### config.mk
export PLATFORM = sky130hd
export DESIGN_NAME = der_signature_decoder_unit
export DESIGN_NICKNAME = d
export VERILOG_FILES = /design/src/sv/der_sd_pkg.sv /design/src/sv/der_signature_decoder_unit.sv /design/src/sv/der_sd_check.sv /design/src/sv/der_sd_outq.sv
export SDC_FILE = /design/constraint.sdc
export NUM_CORES = 1
export LEC_CHECK = 0
export ABC_AREA = 1
export BUFFER_PORTS_ARGS = -buffer_cell sky130_fd_sc_hd__buf_2
export CORE_ASPECT_RATIO = 1.75
export CORE_MARGIN = 4
export CORE_UTILIZATION = 65
export DETAILED_ROUTE_END_ITERATION = 6
export GPL_TIMING_DRIVEN = 0
export PLACE_DENSITY_LB_ADDON = 0.05
export SLEW_MARGIN = 20
export SYNTH_ARGS = -nofsm -noshare
export SYNTH_HDL_FRONTEND = slang
export SYNTH_SLANG_ARGS = --single-unit
### constraint.sdc
create_clock -name clk -period 8.8 [get_ports clk]
set_input_delay 1.76 -clock clk [delete_from_list [all_inputs] [get_ports clk]]
set_output_delay 1.76 -clock clk [all_outputs]
set_load 0.01 [all_outputs]
### src/sv/der_sd_pkg.sv
`default_nettype none

package der_sd_pkg;

  // DER tag values and bit masks
  localparam logic [7:0] TAG_SEQUENCE  = 8'h30;
  localparam logic [7:0] TAG_INTEGER   = 8'h02;
  localparam logic [7:0] BYTE_ZERO     = 8'h00;
  localparam int unsigned SIGN_BIT_POS = 7;

  // Shortest legal signature, in bytes
  localparam logic [6:0] MIN_SIG_BYTES = 7'd8;
  // Saturation value of the byte counter
  localparam logic [6:0] BYTE_COUNT_MAX = 7'd127;
  // An integer element is never longer than 63 bytes
  localparam int unsigned ELEM_CNT_W = 6;

  // Position in the DER layout
  typedef enum logic [3:0] {
    PH_SEQ   = 4'd0,
    PH_TOTAL = 4'd1,
    PH_RTAG  = 4'd2,
    PH_RLEN  = 4'd3,
    PH_RDATA = 4'd4,
    PH_STAG  = 4'd5,
    PH_SLEN  = 4'd6,
    PH_SDATA = 4'd7,
    PH_DONE  = 4'd8
  } phase_t;

  // One input request: a signature byte and its end marker
  typedef struct packed {
    logic [7:0] sig_byte;
    logic       last_byte;
  } sig_req_t;

  // One result item: data byte or verdict
  typedef struct packed {
    logic [7:0] out_byte;
    logic       is_s_element;
    logic       valid_res;
    logic       final_res;
  } res_t;

  // Results of one byte, handed from checker to output queue
  typedef struct packed {
    logic data_push;
    res_t data;
    logic verdict_push;
    res_t verdict;
  } chk_out_t;

endpackage

`default_nettype wire

### src/sv/der_signature_decoder_unit.sv
// Strict DER signature decoder. Signature bytes arrive one request per cycle on
// sig_data, with last_byte set on the final byte. Each byte is checked against the
// layout 0x30, total, 0x02, rlen, R, 0x02, slen, S; R and S bytes come out on
// res_data as they arrive (is_s_element tells which), with a sign-pad zero
// removed, and after the last byte a verdict item (final_res = 1) carries
// valid_res. Data bytes of a run whose verdict is 0 must be dropped by the user.
// Throughput is one byte per cycle while the output queue has room: a byte is
// held in the input register, checked there, and its results are written into a
// four-entry output queue whose fill count drives res_valid. A final byte that
// also yields a data item puts two items in the queue; input stalls only while the
// queue holds more than two items.
`default_nettype none

module der_signature_decoder_unit #(
  parameter int unsigned MAX_SIG_BYTES     = 72,
  parameter int unsigned MAX_ELEMENT_BYTES = 33
) (
  input  wire logic                 clk,
  input  wire logic                 rst,
  input  wire logic                 sig_valid,
  output logic                      sig_ready,
  input  wire der_sd_pkg::sig_req_t sig_data,
  output logic                      res_valid,
  input  wire logic                 res_ready,
  output der_sd_pkg::res_t          res_data
);
  import der_sd_pkg::*;

  sig_req_t ir_req;
  logic     ir_valid;
  logic     room;
  logic     take;
  chk_out_t chk;

  // Input register drains into the checker whenever the queue has room
  assign take      = ir_valid && room;
  assign sig_ready = !ir_valid || room;

  always_ff @(posedge clk) begin
    if (rst) begin
      ir_valid <= 1'b0;
    end else if (sig_ready) begin
      ir_valid <= sig_valid;
    end
  end

  always_ff @(posedge clk) begin
    if (sig_ready && sig_valid) ir_req <= sig_data;
  end

  der_sd_check #(
    .MAX_SIG_BYTES    (MAX_SIG_BYTES),
    .MAX_ELEMENT_BYTES(MAX_ELEMENT_BYTES)
  ) u_check (
    .clk   (clk),
    .rst   (rst),
    .take  (take),
    .req   (ir_req),
    .result(chk)
  );

  der_sd_outq u_outq (
    .clk      (clk),
    .rst      (rst),
    .push     (chk),
    .room     (room),
    .res_valid(res_valid),
    .res_ready(res_ready),
    .res_data (res_data)
  );

endmodule

`default_nettype wire

### src/sv/der_sd_check.sv
`default_nettype none

module der_sd_check #(
  parameter int unsigned MAX_SIG_BYTES     = 72,
  parameter int unsigned MAX_ELEMENT_BYTES = 33
) (
  input  wire logic                 clk,
  input  wire logic                 rst,
  input  wire logic                 take,
  input  wire der_sd_pkg::sig_req_t req,
  output der_sd_pkg::chk_out_t      result
);
  import der_sd_pkg::*;

  localparam logic [7:0] MAX_SIG  = 8'(MAX_SIG_BYTES);
  localparam logic [7:0] MAX_ELEM = 8'(MAX_ELEMENT_BYTES);

  // Run state
  phase_t                phase, phase_next;
  logic [6:0]            byte_count, byte_count_next;
  logic [7:0]            declared_total, declared_total_next;
  logic [7:0]            r_length, r_length_next;
  logic [7:0]            s_length, s_length_next;
  logic [ELEM_CNT_W-1:0] element_count, element_count_next;
  logic                  first_zero, first_zero_next;
  logic                  error_seen, error_seen_next;

  logic [7:0] b;
  logic [7:0] cnt;
  logic [7:0] cur_len;
  logic [7:0] elem_cnt_inc;
  logic [8:0] len_sum;
  logic       emit;
  logic       ok;

  assign b = req.sig_byte;

  // Per-byte layout checks and state update
  always_comb begin
    cnt                 = {1'b0, byte_count} + 8'd1;
    phase_next          = phase;
    declared_total_next = declared_total;
    r_length_next       = r_length;
    s_length_next       = s_length;
    element_count_next  = element_count;
    first_zero_next     = first_zero;
    error_seen_next     = error_seen | (cnt > MAX_SIG);
    byte_count_next     = cnt[7] ? BYTE_COUNT_MAX : cnt[6:0];
    cur_len             = (phase == PH_SDATA) ? s_length : r_length;
    elem_cnt_inc        = 8'(element_count) + 8'd1;
    len_sum             = {1'b0, r_length} + {1'b0, b} + 9'd4;
    emit                = 1'b0;

    if (!error_seen_next) begin
      unique case (phase)
        PH_SEQ: begin
          if (b != TAG_SEQUENCE) error_seen_next = 1'b1;
          else phase_next = PH_TOTAL;
        end
        PH_TOTAL: begin
          declared_total_next = b;
          phase_next          = PH_RTAG;
        end
        PH_RTAG, PH_STAG: begin
          if (b != TAG_INTEGER) error_seen_next = 1'b1;
          else phase_next = (phase == PH_RTAG) ? PH_RLEN : PH_SLEN;
        end
        PH_RLEN: begin
          r_length_next = b;
          if (b == BYTE_ZERO || b > MAX_ELEM) error_seen_next = 1'b1;
          else phase_next = PH_RDATA;
        end
        PH_SLEN: begin
          s_length_next = b;
          if (b == BYTE_ZERO || b > MAX_ELEM || len_sum != {1'b0, declared_total})
            error_seen_next = 1'b1;
          else
            phase_next = PH_SDATA;
        end
        PH_RDATA, PH_SDATA: begin
          emit = 1'b1;
          if (element_count == '0) begin
            // negative integer, or a stripped sign pad
            first_zero_next = (b == BYTE_ZERO);
            if (b[SIGN_BIT_POS]) begin
              error_seen_next = 1'b1;
              emit            = 1'b0;
            end else if (cur_len > 8'd1 && b == BYTE_ZERO) begin
              emit = 1'b0;
            end
          end else if (element_count == ELEM_CNT_W'(1) && first_zero) begin
            // pad is only allowed ahead of a byte with its top bit set
            if (!b[SIGN_BIT_POS]) begin
              error_seen_next = 1'b1;
              emit            = 1'b0;
            end
          end
          if (!error_seen_next) begin
            element_count_next = element_count + ELEM_CNT_W'(1);
            if (elem_cnt_inc >= cur_len) begin
              phase_next         = (phase == PH_RDATA) ? PH_STAG : PH_DONE;
              element_count_next = '0;
              first_zero_next    = 1'b0;
            end
          end
        end
        default: error_seen_next = 1'b1;
      endcase
    end

    ok = !error_seen_next && phase_next == PH_DONE &&
         byte_count_next >= MIN_SIG_BYTES &&
         {1'b0, byte_count_next} <= MAX_SIG &&
         ({1'b0, declared_total_next} + 9'd2) == {2'b0, byte_count_next};

    result.data_push              = take && emit && !error_seen_next;
    result.data.out_byte          = b;
    result.data.is_s_element      = (phase == PH_SDATA);
    result.data.valid_res         = 1'b0;
    result.data.final_res         = 1'b0;
    result.verdict_push           = take && req.last_byte;
    result.verdict.out_byte       = BYTE_ZERO;
    result.verdict.is_s_element   = 1'b0;
    result.verdict.valid_res      = ok;
    result.verdict.final_res      = 1'b1;
  end

  // State registers; the last byte of a run returns everything to reset
  always_ff @(posedge clk) begin
    if (rst || (take && req.last_byte)) begin
      phase          <= PH_SEQ;
      byte_count     <= '0;
      declared_total <= '0;
      r_length       <= '0;
      s_length       <= '0;
      element_count  <= '0;
      first_zero     <= 1'b0;
      error_seen     <= 1'b0;
    end else if (take) begin
      phase          <= phase_next;
      byte_count     <= byte_count_next;
      declared_total <= declared_total_next;
      r_length       <= r_length_next;
      s_length       <= s_length_next;
      element_count  <= element_count_next;
      first_zero     <= first_zero_next;
      error_seen     <= error_seen_next;
    end
  end

endmodule

`default_nettype wire

### src/sv/der_sd_outq.sv
`default_nettype none

module der_sd_outq (
  input  wire logic                 clk,
  input  wire logic                 rst,
  input  wire der_sd_pkg::chk_out_t push,
  output logic                      room,
  output logic                      res_valid,
  input  wire logic                 res_ready,
  output der_sd_pkg::res_t          res_data
);
  import der_sd_pkg::*;

  // Four-entry result queue, up to two writes per cycle
  res_t       entries [4];
  logic [1:0] wr_ptr, rd_ptr;
  logic [2:0] count;
  logic       pop;
  logic [1:0] n_push;

  assign pop       = res_valid && res_ready;
  assign res_valid = (count != 3'd0);
  assign res_data  = entries[rd_ptr];
  // two free slots before the current occupancy drains
  assign room      = (count <= 3'd2);
  assign n_push    = 2'(push.data_push) + 2'(push.verdict_push);

  // Entry writes: data item first, verdict after it
  always_ff @(posedge clk) begin
    if (push.data_push) begin
      entries[wr_ptr] <= push.data;
      if (push.verdict_push) entries[wr_ptr + 2'd1] <= push.verdict;
    end else if (push.verdict_push) begin
      entries[wr_ptr] <= push.verdict;
    end
  end

  // Pointers and fill count
  always_ff @(posedge clk) begin
    if (rst) begin
      wr_ptr <= '0;
      rd_ptr <= '0;
      count  <= '0;
    end else begin
      wr_ptr <= wr_ptr + n_push;
      rd_ptr <= rd_ptr + 2'(pop);
      count  <= count + 3'(n_push) - 3'(pop);
    end
  end

endmodule

`default_nettype wire

* Word level (Yosys, flattened, before mapping)
Memory sizes are Yosys's and may differ from the RTL's. A register that Yosys moved wholly into a read port is not among the register bits. Cells that the tools add are included.
Cells by class: add/subtract/negate cells 12, $lt $le $gt $ge 7, equality and inequality tests 13, muxes and demuxes 45, bitwise gates (word level) 4, reductions and logical operators 28
Operators by type and width (count):
- $mux 4 | 8
- $mux 1 | 27
- $mux 8 | 3
- $pmux 4 s6 | 1
- $eq 4x3->1 const B | 4
- $logic_and 1x1->1 | 12
- $mux 11 | 1
- $add 8x2->9 const B | 1
- $add 8x8->9 | 1
- $add 9x3->9 const B | 1
- $eq 9x7->1 | 1
- $ne 9x8->1 | 1
- $reduce_and 3->1 | 3
- $add 7x1->8 const B | 1
- $eq 4x2->1 const B | 2
- $ge 8x8->1 | 1
- $gt 8x1->1 const B | 1
- $gt 8x6->1 const B | 1
- $gt 8x7->1 const B | 1
- $logic_not 8->1 | 1
- $ne 8x2->1 const B | 1
- $ne 8x6->1 const B | 1
- $add 6x1->7 const B | 1
- $ge 7x4->1 const B | 1
- 26 further kinds | 33
Word-level totals: register bits after elaboration 60, RAM bits 44, output and inout port bits 13, word-level logic and storage cells 124, memories kept 1
Memory list:
- u_outq.entries | depth 4, bits a word 11, read ports 1, clocked after memory_dff 1, wr ports 2, RTL line der_sd_outq.sv:15 | res_t entries [4];

* Depth between registers and ports, before layout
Gate-level depths: netlist (run 1).
depth after elaboration 15, depth in mapped cells 23, mapped depth without buffers 23

* Hierarchy
From an unflattened synthesis (run 1), not the netlist that was laid out.
Second synthesis, totals: cells, all modules 948, area, all modules 6982.9 µm²
Modules (own cells, without submodules):
- der_sd_check | instances 1, cells each 632, area each 3938.8 µm², seq. area each 860.8 µm²
- der_sd_outq | instances 1, cells each 299, area each 2718.9 µm², seq. area each 1461.4 µm²
- der_signature_decoder_unit | instances 1, cells each 17, area each 325.3 µm², seq. area each 290.3 µm²

* Least setup slack after synthesis (run 1)
No wires, ideal clock.
path type register -> register, start register u_check.byte_count[0], end memory u_outq.entries[1][1] in the netlist's numbering (enable), library setup time 295 ps, arrival 3065 ps, required time 8505 ps, slack 5440 ps, stages on the path, launching flop included 17, clock period less this slack 3360 ps, cell sequence dfxtp_1 > ha_1 > nand3_2 > nor2_2 > xor2_2 > nand2_1 > nand3_4 > nand2_8 > nor2_4 > nand2_2 > nor2_2 > o21ai_0 > ha_1 > nor3_1 > inv_1 > clkbuf_1 > nand2_1
RTL lines:
- from (decl) | RTL line der_sd_check.sv:20 | logic [6:0] byte_count, byte_count_next;
- from (signal assigned) | RTL line der_sd_check.sv:141 | byte_count <= byte_count_next;
- to (decl) | RTL line der_sd_outq.sv:15

==> results.md, run 1 <==
- Setup Buffers After CTS: 0
- Hold WC Path Type: flip-flop to flip-flop
- Switch Pwr: 598.2 µW
- Clock share of power: 24.3%
- Antenna violations before repair: 0
- Net Sw Frac: 38.31%
- Place WS: ~4.5 ns
- Worst vdd ir: 0.0001293 V
- Crit. End Element: flip-flop
- Largest area contributor in the netlist: dfxtp_1
- Grt total ovfl: 0
- WP buf/inv: 2
- Num Clock Sinks: 104
- Wl on met1: 5.825 mm
- Clock skew: 0.005899 ns
- Max incr delay on CP: 0.78 ns
- Status: complete, no violations
- WL final: 16.76 mm
- Fin. Hold Viols: 0
- CTS Hold Bufs: 0
- Design Area, Final: around 6700 µm²
- DRC: 0
- Reg power frac: roughly two fifths
- DR iter-0 viols: 346
- Htree depth: 3
- Slew @ Worst Pin: between 0.9 and 1 ns
- Worst path top cell family by delay: simple AND/OR/NAND/NOR gates
- Final worst path period need: ~4.4 ns
- Finished Layout Cells: ~1000
- Core ar.: 9209 µm²
- Max cap viols: 0
- Largest net degree at the start of global routing: 17
- Worst Setup Start Kind: flip-flop
- Worst Hold Margin: 0.4664 ns
- Worst-skew pair later-pin latency: 0.35 ns
- Crit path cell chain: ha_1 -> nand3_2 -> nor2_2 -> xor2_2 -> nand2_1 -> nand3_4 -> nand2_8 -> nor2_4 -> nand2_2 -> nor2_2 -> o21ai_0 -> ha_1 -> nor3_1 -> inv_1 -> clkbuf_1 -> nand2_1
- Setup_tns: 0 ns
- N_diodes: 0
- I/O Pins: 26
- Net count, final: roughly 1000
- Die width: 81.75 µm
- Internal power: 963.2 µW
- Routed length on met2: 9.276 mm
- RSZ-0062 raised after global routing: no
- First-pass GRT wire length: 27.37 mm
- Netlist cell types: 40
- Die area: 11210 µm²
- Max FO, Critical Path: 10
- Reg area: 2212 µm²
- Setup ws final: 4.416 ns
- Setup CP Type: flip-flop to flip-flop
- Critical Path AT: 4.45 ns
- Ranking of synthesized cells by area: dfxtp_1 (29%), nand2_1 (9.5%), inv_1 (7.8%)
- Leak Pwr: 3.279 nW
- Share of layout cells above drive strength 1: 8.207%
- Die extent in y: 137.1 µm
- Area growth from synthesis to layout: 8.878%
- PortBufs: 25
- Vias post-DR: around 6100
- CTS root buffer: clkbuf_16
- Crit share post-route: between 40 and 50%
- Detailed placer's ending HPWL: 13.00 mm
- Power per cell area: approximately 230 nW/µm²
- Final Util: 73.15%
- Avg WL per Cell: about 16 µm
- Clock Path Buffers: 2
- # resized after CTS: 0
- Fillers: 768
- Avg Cell Area, Syn: 6.991 µm²
- Req. time, crit path: slightly below 9 ns
- Number of cell rows: 46
- Max Transition Viols Final: 0
- DR top layer: met4
- Cts bufs inserted: 9
- Worst relative slew slack: 35.32%
- Comb pwr share: 35.5%
- Synth Cell Area: 6187 µm²
- Syn. warnings: 0
- Initial Util: 67.19%
- Placer congestion estimate: 0.9606
- Dpl cells: 1030
- Gr usage total: 31.64%
- Register area share after synthesis: 35.75%
- Slowest CP cell: nor3_1
- Clock-pin slew on the worst setup and hold paths: roughly 0.070 ns
- Vias in the first global route: a little under 6000
- CTS tree: built
- Vias per Instance: a little under 6
- Yosys reg bits: 104
- TritonRoute pass-1 iters: 5
- Pwr Total: 1.561 mW
- Final ANT Viol Nets: 0
- Area post-placement: 6462 µm²
- Routed wl met3: between 700 and 800 µm
- Multi-input gate area: around 3400 µm²
- Fmax achieved: between 200 and 250 MHz
- Post-Synthesis Cells: 885
- Area share of the largest cell type after synthesis: 29.44%
- Final setup vio count: 0
- Mapped Nets: 936
[path summary, 6_finish.rpt]
path         cells after the start  slack, ns                          endpoint                               start
max                             16       4.42    u_outq.entries[1][1]$_DFFE_PP_  u_check.byte_count[0]$_SDFFE_PP0P_
min                              2       0.47  u_check.s_length[3]$_SDFFE_PP0P_    u_check.s_length[3]$_SDFFE_PP0P_
min reg2reg                      2       0.47  u_check.s_length[3]$_SDFFE_PP0P_    u_check.s_length[3]$_SDFFE_PP0P_
max reg2reg                     16       4.42    u_outq.entries[1][1]$_DFFE_PP_  u_check.byte_count[0]$_SDFFE_PP0P_
[placed cells by master, fill, tap and decap left out, drive strengths merged, types with 18 or more instances in the layout]
master,n
a21oi,55
buf,27
clkbuf,34
dfxtp,91
ha,36
inv,134
nand2,171
nand3,65
nand4,18
nor2,114
o21ai,89
o22ai,30
[routing by layer]
layer | vias up | GRT usage [%]
met3 | 77 | 5.402
met4 | 0 | 19.41
met1 | 2779 | 31.21
met2 | 224 | 58.82
li1 | 2984 | -
met5 | - | 0
[cell usage after synthesis, drive strengths merged]
master    n
dfxtp    91
a21boi    1
edfxtp   13
xor2      8
nor2    114
nor3b     1
a221oi    1
nand2   171
and2      1
o22ai    30
fa        2
a21oi    55
and3      1
or2       1
nand3b    3
clkinv    3
ha       36
o21ai    89
nand3    65
inv     132
a22oi     5
xnor2     7
a211oi    3
nand4    18
o21a      1
clkbuf   22
buf       2
nor3      8
o211ai    1
[final cells by class]
class	count	share of cell area (%)
inverters	135	7.522
well taps	120	2.229
clock buffers	12	3.659
multi-input cells	622	50.11
clock inverters	4	0.4086
flip-flops and latches	104	32.84
repair buffers	25	1.857
plain buffers	24	1.374
[worst min-delay path, cell delays in order (launching register included)]
cell and delay (ns):
dfxtp_1 0.31, nand2_1 0.06, a21oi_1 0.05
[power groups by stage]
stage	Sequential [mW]	Combinational (mW)	Clock (mW)
finish	0.627	0.555	0.379
global route	0.635	0.630	0.400
CTS	0.624	0.553	0.381
detailed placement	0.634	0.546	0
global placement	0.630	0.528	0
floorplan	0.612	0.404	0
[cell families (layout without fill, tap and decap cells)]
logic type / Yosys count / after routing / share of synthesized area (%)
AO/OA/AOI/OAI: 186 / 186 / 16.16
XOR/XNOR: 15 / 15 / 2.245
adder cells (fa/ha/maj): 38 / 38 / 7.927
buffers and inverters: 159 / 200 / 9.686
flip-flops: 104 / 104 / 35.75
AND/OR/NAND/NOR: 383 / 383 / 28.23
[state kept, by name, summed over array words and instances, names as in the netlist, 3 cells and up]
name,flops
u_outq.entries,44
ir_req,9
u_check.declared_total,8
u_check.r_length,8
u_check.s_length,8
u_check.byte_count,7
u_check.element_count,6
u_check.phase,4
u_outq.count,3
Power figures use the tool's default switching activity.
==> run 2: changes to the inputs <==
--- a/config.mk
+++ b/config.mk
@@ -9,7 +9,7 @@
 export BUFFER_PORTS_ARGS = -buffer_cell sky130_fd_sc_hd__buf_2
 export CORE_ASPECT_RATIO = 1.75
 export CORE_MARGIN = 4
-export CORE_UTILIZATION = 65
+export CORE_UTILIZATION = 56
 export DETAILED_ROUTE_END_ITERATION = 6
 export GPL_TIMING_DRIVEN = 0
 export PLACE_DENSITY_LB_ADDON = 0.05
==> constraint.sdc (replaced) <==
create_clock -name clk -period 3.73 [get_ports clk]
set_input_delay 0.746 -clock clk [delete_from_list [all_inputs] [get_ports clk]]
set_output_delay 0.746 -clock clk [all_outputs]
set_load 0.01 [all_outputs]
==> results.md, run 2 (synthesis gave the netlist of run 1 again) <==
- Status: complete, no violations
- I/O Pins: 26 (unchanged)
- Final Util: 63.85% (-9.3 points)
- Crit. End Element: flip-flop
- Worst-skew pair later-pin latency: 0.35 ns (about the same)
- WL final: 17.60 mm (+5.0%)
- Top Registers: u_outq.entries x44, ir_req x9
- Fmax achieved: 287.8 MHz (+26%)
- RSZ-0062 raised after global routing: no
- Avg WL per Cell: 16.63 µm (+3.8%)
- Die width: 87.46 µm (+7.0%)
- Core ar.: 10760 µm² (+17%)
- Slew @ Worst Pin: 0.8898 ns (-0.07294 ns)
- Worst Hold Margin: 0.4641 ns (-0.002338 ns)
- Clock Path Buffers: 2 (unchanged)
- Htree depth: 3 (unchanged)
- Hold WC Path Type: flip-flop to flip-flop
- Reg power frac: 39.1% (-1.1 points)
- Req. time, crit path: 3.94 ns (-4.92 ns)
- Max cap viols: 0 (unchanged)
- Antenna violations before repair: 0 (unchanged)
- Power per cell area: 549.5 nW/µm² (+140%)
- Max reg flops: 44 (unchanged)
- PortBufs: 25 (unchanged)
- First-pass GRT wire length: 28.55 mm (+4.3%)
- DR iter-0 viols: 290 (-16%)
- Net count, final: 974 (+0.21%)
- Number of cell rows: 50 (+8.7%)
- Worst vdd ir: 0.0003845 V (+200%)
- Gr usage total: 28.43% (-3.2 points)
- Switch Pwr: 1.449 mW (+140%)
- Worst relative slew slack: 40.22% (+4.9 points)
- Grt total ovfl: 0 (unchanged)
- Final ANT Viol Nets: 0 (unchanged)
- Placer congestion estimate: 0.9509 (-1.0%)
- Largest register by flop count: u_outq.entries
- Crit path cell chain: nand2_1 -> nor2_1 -> nand4_2 -> nand2_2 -> inv_2 -> nand2_4 -> nand3_4 -> buf_4 -> buf_4 -> nand3_1 -> nand2_4 -> ha_1 -> xnor2_1 -> nand3_1 -> a21oi_1 -> nand3_1 -> nor2_1 -> nand2_1 -> nor2_1 -> nand3_2 -> nor2_1
- Largest net degree at the start of global routing: 19 (+2)
- Fin. Hold Viols: 0 (unchanged)
- Vias post-DR: 6027 (-0.61%)
- Initial Util: 57.50% (-9.7 points)
- Worst Setup Start Kind: flip-flop
- Crit share post-route: 93.15% (+43 points)
- DRC: 0 (unchanged)
- Detailed placer's ending HPWL: 13.81 mm (+6.3%)
- TritonRoute pass-1 iters: 5 (unchanged)
- Share of layout cells above drive strength 1: 10.24% (+2.0 points)
- Max incr delay on CP: 0.43 ns (-0.35 ns)
- Clock-pin slew on the worst setup and hold paths: 0.07 ns (about the same)
- Most frequent cells in the layout: nand2_1 (154), inv_1 (129), nor2_1 (105), dfxtp_1 (89), o21ai_0 (85)
- Most frequent cell on the critical path: nor2_1
- Area growth from synthesis to layout: 11.04%
- Final worst path period need: 3.475 ns (-0.9090 ns)
- Clock share of power: 25.7% (+1.4 points)
- CTS tree: built
- Leak Pwr: 3.310 nW (+0.94%)
- Most common cell after layout, fill and taps aside: nand2_1
- Comb pwr share: 35.1% (-0.4 points)
- Die extent in y: 147.1 µm (+7.3%)
- Cts bufs inserted: 9 (unchanged)
- Clock skew: 0.006306 ns (+0.0004073 ns)
- Vias per Instance: 5.697 (-1.7%)
- Slowest CP cell: dfxtp_1
- Final setup vio count: 0 (unchanged)
- Vias in the first global route: 6089 (+2.2%)
- Internal power: 2.326 mW (+140%)
- Critical Path AT: 3.69 ns (-0.76 ns)
- Max FO, Critical Path: 8 (-2)
- Num Clock Sinks: 104 (unchanged)
- N_diodes: 0 (unchanged)
- Max Transition Viols Final: 0 (unchanged)
- Net Sw Frac: 38.39% (+0.083 points)
- Setup CP Type: flip-flop to flip-flop
- CTS root buffer: clkbuf_16
- Die area: 12860 µm² (+15%)
## run 2: cell types whose count changed in the layout (fill, tap and decap cells not counted), sizes merged
cell | previous run | this run
clkbuf | 34 | 32
clkinv | 5 | 4
buf | 27 | 30
clkinvlp | 0 | 2
## run 2: metal layers
metal  global-route usage, %  wire length (µm)
met4                   17.05               979
met2                   55.44             10110
met3                   4.097               543
met1                   26.15              5966
met5                       0                 0
## run 2: cell type report
| cell class | instances | area [µm²] |
|---|---|---|
| Timing Repair Buffer | 28 | 147.6 |
| Multi-Input combinational cell | 622 | 3430 |
| Clock inverter | 5 | 46.29 |
| Fill cell | 1020 | 3890 |
| Inverter | 135 | 508.0 |
| Buffer | 23 | 95.09 |
| Sequential cell | 104 | 2217 |
| Tap cell | 130 | 162.7 |
| Clock buffer | 11 | 264.0 |
## run 2: worst paths after layout
kind	startpoint	end	slack, ns	depth (start not counted)
worst max-delay path	u_check.byte_count[4]$_SDFFE_PP0P_	u_outq.entries[1][1]$_DFFE_PP_	0.26	21
worst min-delay path	u_outq.entries[3][0]$_SDFFE_PP1P_	u_outq.entries[3][0]$_SDFFE_PP1P_	0.46	2
worst max register to register	u_check.byte_count[4]$_SDFFE_PP0P_	u_outq.entries[1][1]$_DFFE_PP_	0.26	21
worst min register to register	u_outq.entries[3][0]$_SDFFE_PP1P_	u_outq.entries[3][0]$_SDFFE_PP1P_	0.46	2
## run 2: critical path: cells and delay by family, from the launching register on
kind	cells	cell delay [ns]
compound gates	1	0.12
xor+xnor	1	0.18
fa+ha+maj	1	0.34
buf+inv	3	0.41
flops	1	0.43
simple gates	15	1.87
## run 2: what timing repair did
action | in CTS | in global routing
hold buffers | 0 | 0
endpoints found under the setup margin | 46 | 33
setup buffers | 2 | 1
pin swaps | 2 | 3
gates resized for setup | 7 | 18
gates cloned | 0 | 0
hold endpoints to repair | 0 | 0
## run 2: power groups by stage
stage / sequential, mW / clock, mW / combinational, mW
after floorplan: 1.44 / 0 / 0.953
after global placement: 1.48 / 0 / 1.27
after detailed placement: 1.49 / 0 / 1.31
after CTS: 1.47 / 0.980 / 1.32
after global routing: 1.50 / 1.03 / 1.50
final: 1.48 / 0.971 / 1.33
## run 2: per-stage QoR
step / setup slack [ns] / cell area [µm²] / setup TNS [ns] / std cells / power, mW
final: 0.2554 / 6870 / 0 / 1058 / 3.775
after global routing: 0.01881 / 6870 / 0 / 1058 / 4.031
after CTS: 0.05523 / 6814 / 0 / 1057 / 3.770
after detailed placement: -0.7301 / 6475 / -11.40 / 1040 / 2.799
after global placement: -0.6527 / 6475 / -6.796 / 1040 / 2.754
after floorplan: 0.3700 / 6187 / 0 / 885 / 2.396
==> run 3: changes to the inputs <==
--- a/config.mk
+++ b/config.mk
@@ -7,9 +7,10 @@
 export LEC_CHECK = 0
 export ABC_AREA = 1
 export BUFFER_PORTS_ARGS = -buffer_cell sky130_fd_sc_hd__buf_2
+export CAP_MARGIN = 20
 export CORE_ASPECT_RATIO = 1.75
 export CORE_MARGIN = 4
-export CORE_UTILIZATION = 56
+export CORE_UTILIZATION = 25
 export DETAILED_ROUTE_END_ITERATION = 6
 export GPL_TIMING_DRIVEN = 0
 export PLACE_DENSITY_LB_ADDON = 0.05
==> results.md, run 3 (synthesis gave the netlist of run 1 again) <==
- Crit path cell chain: ha_4 -> nand3_2 -> nor2_2 -> xor2_2 -> nand2_1 -> nand3_4 -> nand2_8 -> nor2_4 -> nand2_2 -> nor2_4 -> o21ai_2 -> inv_1 -> ha_1 -> inv_1 -> ha_1 -> inv_1 -> fa_1 -> o21ai_0 -> a21oi_1
- Critical Path End: u_outq.count[2]$_SDFF_PP0_
- Fmax achieved: 293.1 MHz (+1.8%)
- TritonRoute pass-1 iters: 6 (+1)
- Worst relative slew slack: 31.80% (-8.4 points)
- Grt total ovfl: 0 (unchanged)
- Die width: 126.9 µm (+45%)
- Slowest CP cell: fa_1
- WL final: 21.26 mm (+21%)
- I/O Pins: 26 (unchanged)
- Most frequent cells in the layout: nand2_1 (155), inv_1 (128), nor2_1 (104), dfxtp_1 (87), o21ai_0 (85)
- Setup CP Type: flip-flop to flip-flop
- FF-to-FF path depth: 19 (-9.5%)
- Leak Pwr: 3.305 nW (-0.17%)
- Slew @ Worst Pin: 1.015 ns (+0.1254 ns)
- Setup_tns: 0 ns (unchanged)
- Cts bufs inserted: 9 (unchanged)
- Htree depth: 3 (unchanged)
- Max FO, Critical Path: 10 (+2)
- Initial Util: 25.56% (-32 points)
- Final setup vio count: 0 (unchanged)
- DR iter-0 viols: 322 (+11%)
- CTS tree: built
- Req. time, crit path: 3.99 ns (+0.05 ns)
- Detailed placer's ending HPWL: 17.21 mm (+25%)
- PortBufs: 25 (unchanged)
- Most frequent cell on the critical path: inv_1
- Die area: 27430 µm² (+110%)
- Net count, final: 977 (+0.31%)
- Final worst path period need: 3.412 ns (-0.06273 ns)
- Clock Path Buffers: 2 (unchanged)
- Num Clock Sinks: 104 (unchanged)
- Largest register by flop count: u_outq.entries
- Max Transition Viols Final: 0 (unchanged)
- Hold Crit Start: u_outq.entries[0][0]$_SDFFE_PP1P_
- Final ANT Viol Nets: 0 (unchanged)
- Vias post-DR: 5698 (-5.5%)
- Crit. End Element: flip-flop
- Area post-placement: 6698 µm² (+3.4%)
- Max cap viols: 0 (unchanged)
- Clock-pin slew on the worst setup and hold paths: 0.08 ns (about the same)
- FF-to-FF Start: u_check.byte_count[0]$_SDFFE_PP0P_
- Clock skew: 0.01311 ns (+0.006801 ns)
- Number of cell rows: 75 (+50%)
- Worst vdd ir: 0.0002398 V (-38%)
- First-pass GRT wire length: 32.88 mm (+15%)
- Area growth from synthesis to layout: 14.40%
- Reg-to-reg slack, setup: 0.32 ns (+0.06 ns)
- Core ar.: 24210 µm² (+130%)
- Antenna violations before repair: 0 (unchanged)
- N_diodes: 0 (unchanged)
- Max incr delay on CP: 0.43 ns (about the same)
- Max reg flops: 44 (unchanged)
- Top Registers: u_outq.entries x44, ir_req x9
- Critical Path AT: 3.68 ns (about the same)
- Vias per Instance: 4.599 (-19%)
- R2R Path End: u_outq.count[2]$_SDFF_PP0_
- Design Area, Final: 7078 µm² (+3.0%)
- Worst Setup Start Kind: flip-flop
- Largest net degree at the start of global routing: 18 (-1)
- Critical Path Start: u_check.byte_count[0]$_SDFFE_PP0P_
- DRC: 0 (unchanged)
- Share of layout cells above drive strength 1: 10.53% (+0.29 points)
- Status: complete, no violations
- Power per cell area: 534.1 nW/µm² (-2.8%)
- Hold WC Path Type: flip-flop to flip-flop
- Vias in the first global route: 5810 (-4.6%)
- Worst-skew pair later-pin latency: 0.38 ns (+0.03 ns)
- Fin. Hold Viols: 0 (unchanged)
- CTS root buffer: clkbuf_16
- Crit share post-route: 91.47% (-1.7 points)
- Most common cell after layout, fill and taps aside: nand2_1
- Placer congestion estimate: 0.7941 (-16%)
- Avg WL per Cell: 17.16 µm (+3.2%)
- Gr usage total: 15.90% (-13 points)
- Die extent in y: 216.1 µm (+47%)
-- run 3: cell count changes in the layout (fill, tap and decap cells not counted), sizes merged --
| cell | before | now |
|---|---|---|
| clkinv | 4 | 7 |
| inv | 134 | 133 |
| buf | 30 | 34 |
| clkbuf | 32 | 29 |
-- run 3: where the power goes --
part,internal (mW),leakage (nW),switching (mW),total (mW)
logic,0.488,2.31,0.880,1.37
clock network,0.452,0.129,0.480,0.932
registers,1.33,0.869,0.154,1.48
-- run 3: final cells by class --
class                   instances  area, µm²
plain buffers                  23      91.34
clock buffers                   9      225.2
clock inverters                 7      46.29
fillers                      2717      17130
inverters                     135      506.7
multi-input cells             622       3431
flip-flops and latches        104       2222
well taps                     308      385.4
repair buffers                 31      170.2
-- run 3: how the worst min path moves through the flow --
| stage | cells after the start | end | slack (ns) |
|---|---|---|---|
| floorplan | 2 | u_outq.entries[2][0]$_SDFFE_PP1P_ | 0.42 |
| global placement | 2 | u_outq.entries[0][0]$_SDFFE_PP1P_ | 0.45 |
| detailed placement | 2 | u_outq.entries[0][0]$_SDFFE_PP1P_ | 0.45 |
| CTS | 2 | u_outq.entries[0][0]$_SDFFE_PP1P_ | 0.46 |
| global route | 2 | u_outq.entries[2][10]$_SDFFE_PP0P_ | 0.48 |
| finish | 2 | u_outq.entries[0][0]$_SDFFE_PP1P_ | 0.46 |
-- run 3: per-stage QoR --
stage / power (mW) / instances / hold WS (ns) / utilization (%) / worst slack [ns]
after global placement: 2.884 / 1218 / 0.4476 / 27.66 / -1.120
after detailed placement: 2.876 / 1218 / 0.4459 / 27.66 / -1.073
after CTS: 3.849 / 1236 / 0.4592 / 28.95 / 0.03631
final: 3.780 / 1239 / 0.4559 / 29.24 / 0.3181
after global routing: 4.087 / 1239 / 0.4797 / 29.24 / -0.003679
after floorplan: 2.396 / 885 / 0.4209 / - / 0.3700
-- run 3: what timing repair did --
action,4_1_cts,5_1_grt
gates resized for setup,9,17
hold buffers,0,0
setup buffers,3,3
endpoints found under the setup margin,51,13
pin swaps,3,4
-- run 3: critical path, delay by kind of cell, from the launching register on --
| kind | cells | cell delay (ns) |
|---|---|---|
| flops | 1 | 0.40 |
| buf+inv | 3 | 0.22 |
| fa+ha+maj | 4 | 1.06 |
| compound gates | 3 | 0.34 |
| simple gates | 8 | 1.12 |
| xor+xnor | 1 | 0.16 |
-- run 3: metal layers --
metal / wire length (µm) / vias to the layer above / GRT usage, %
met5: 0 / - / 0
met3: 418 / 27 / 2.562
li1: - / 2996 / -
met4: 673 / 0 / 6.550
met1: 7641 / 2614 / 15.06
met2: 12530 / 61 / 32.60
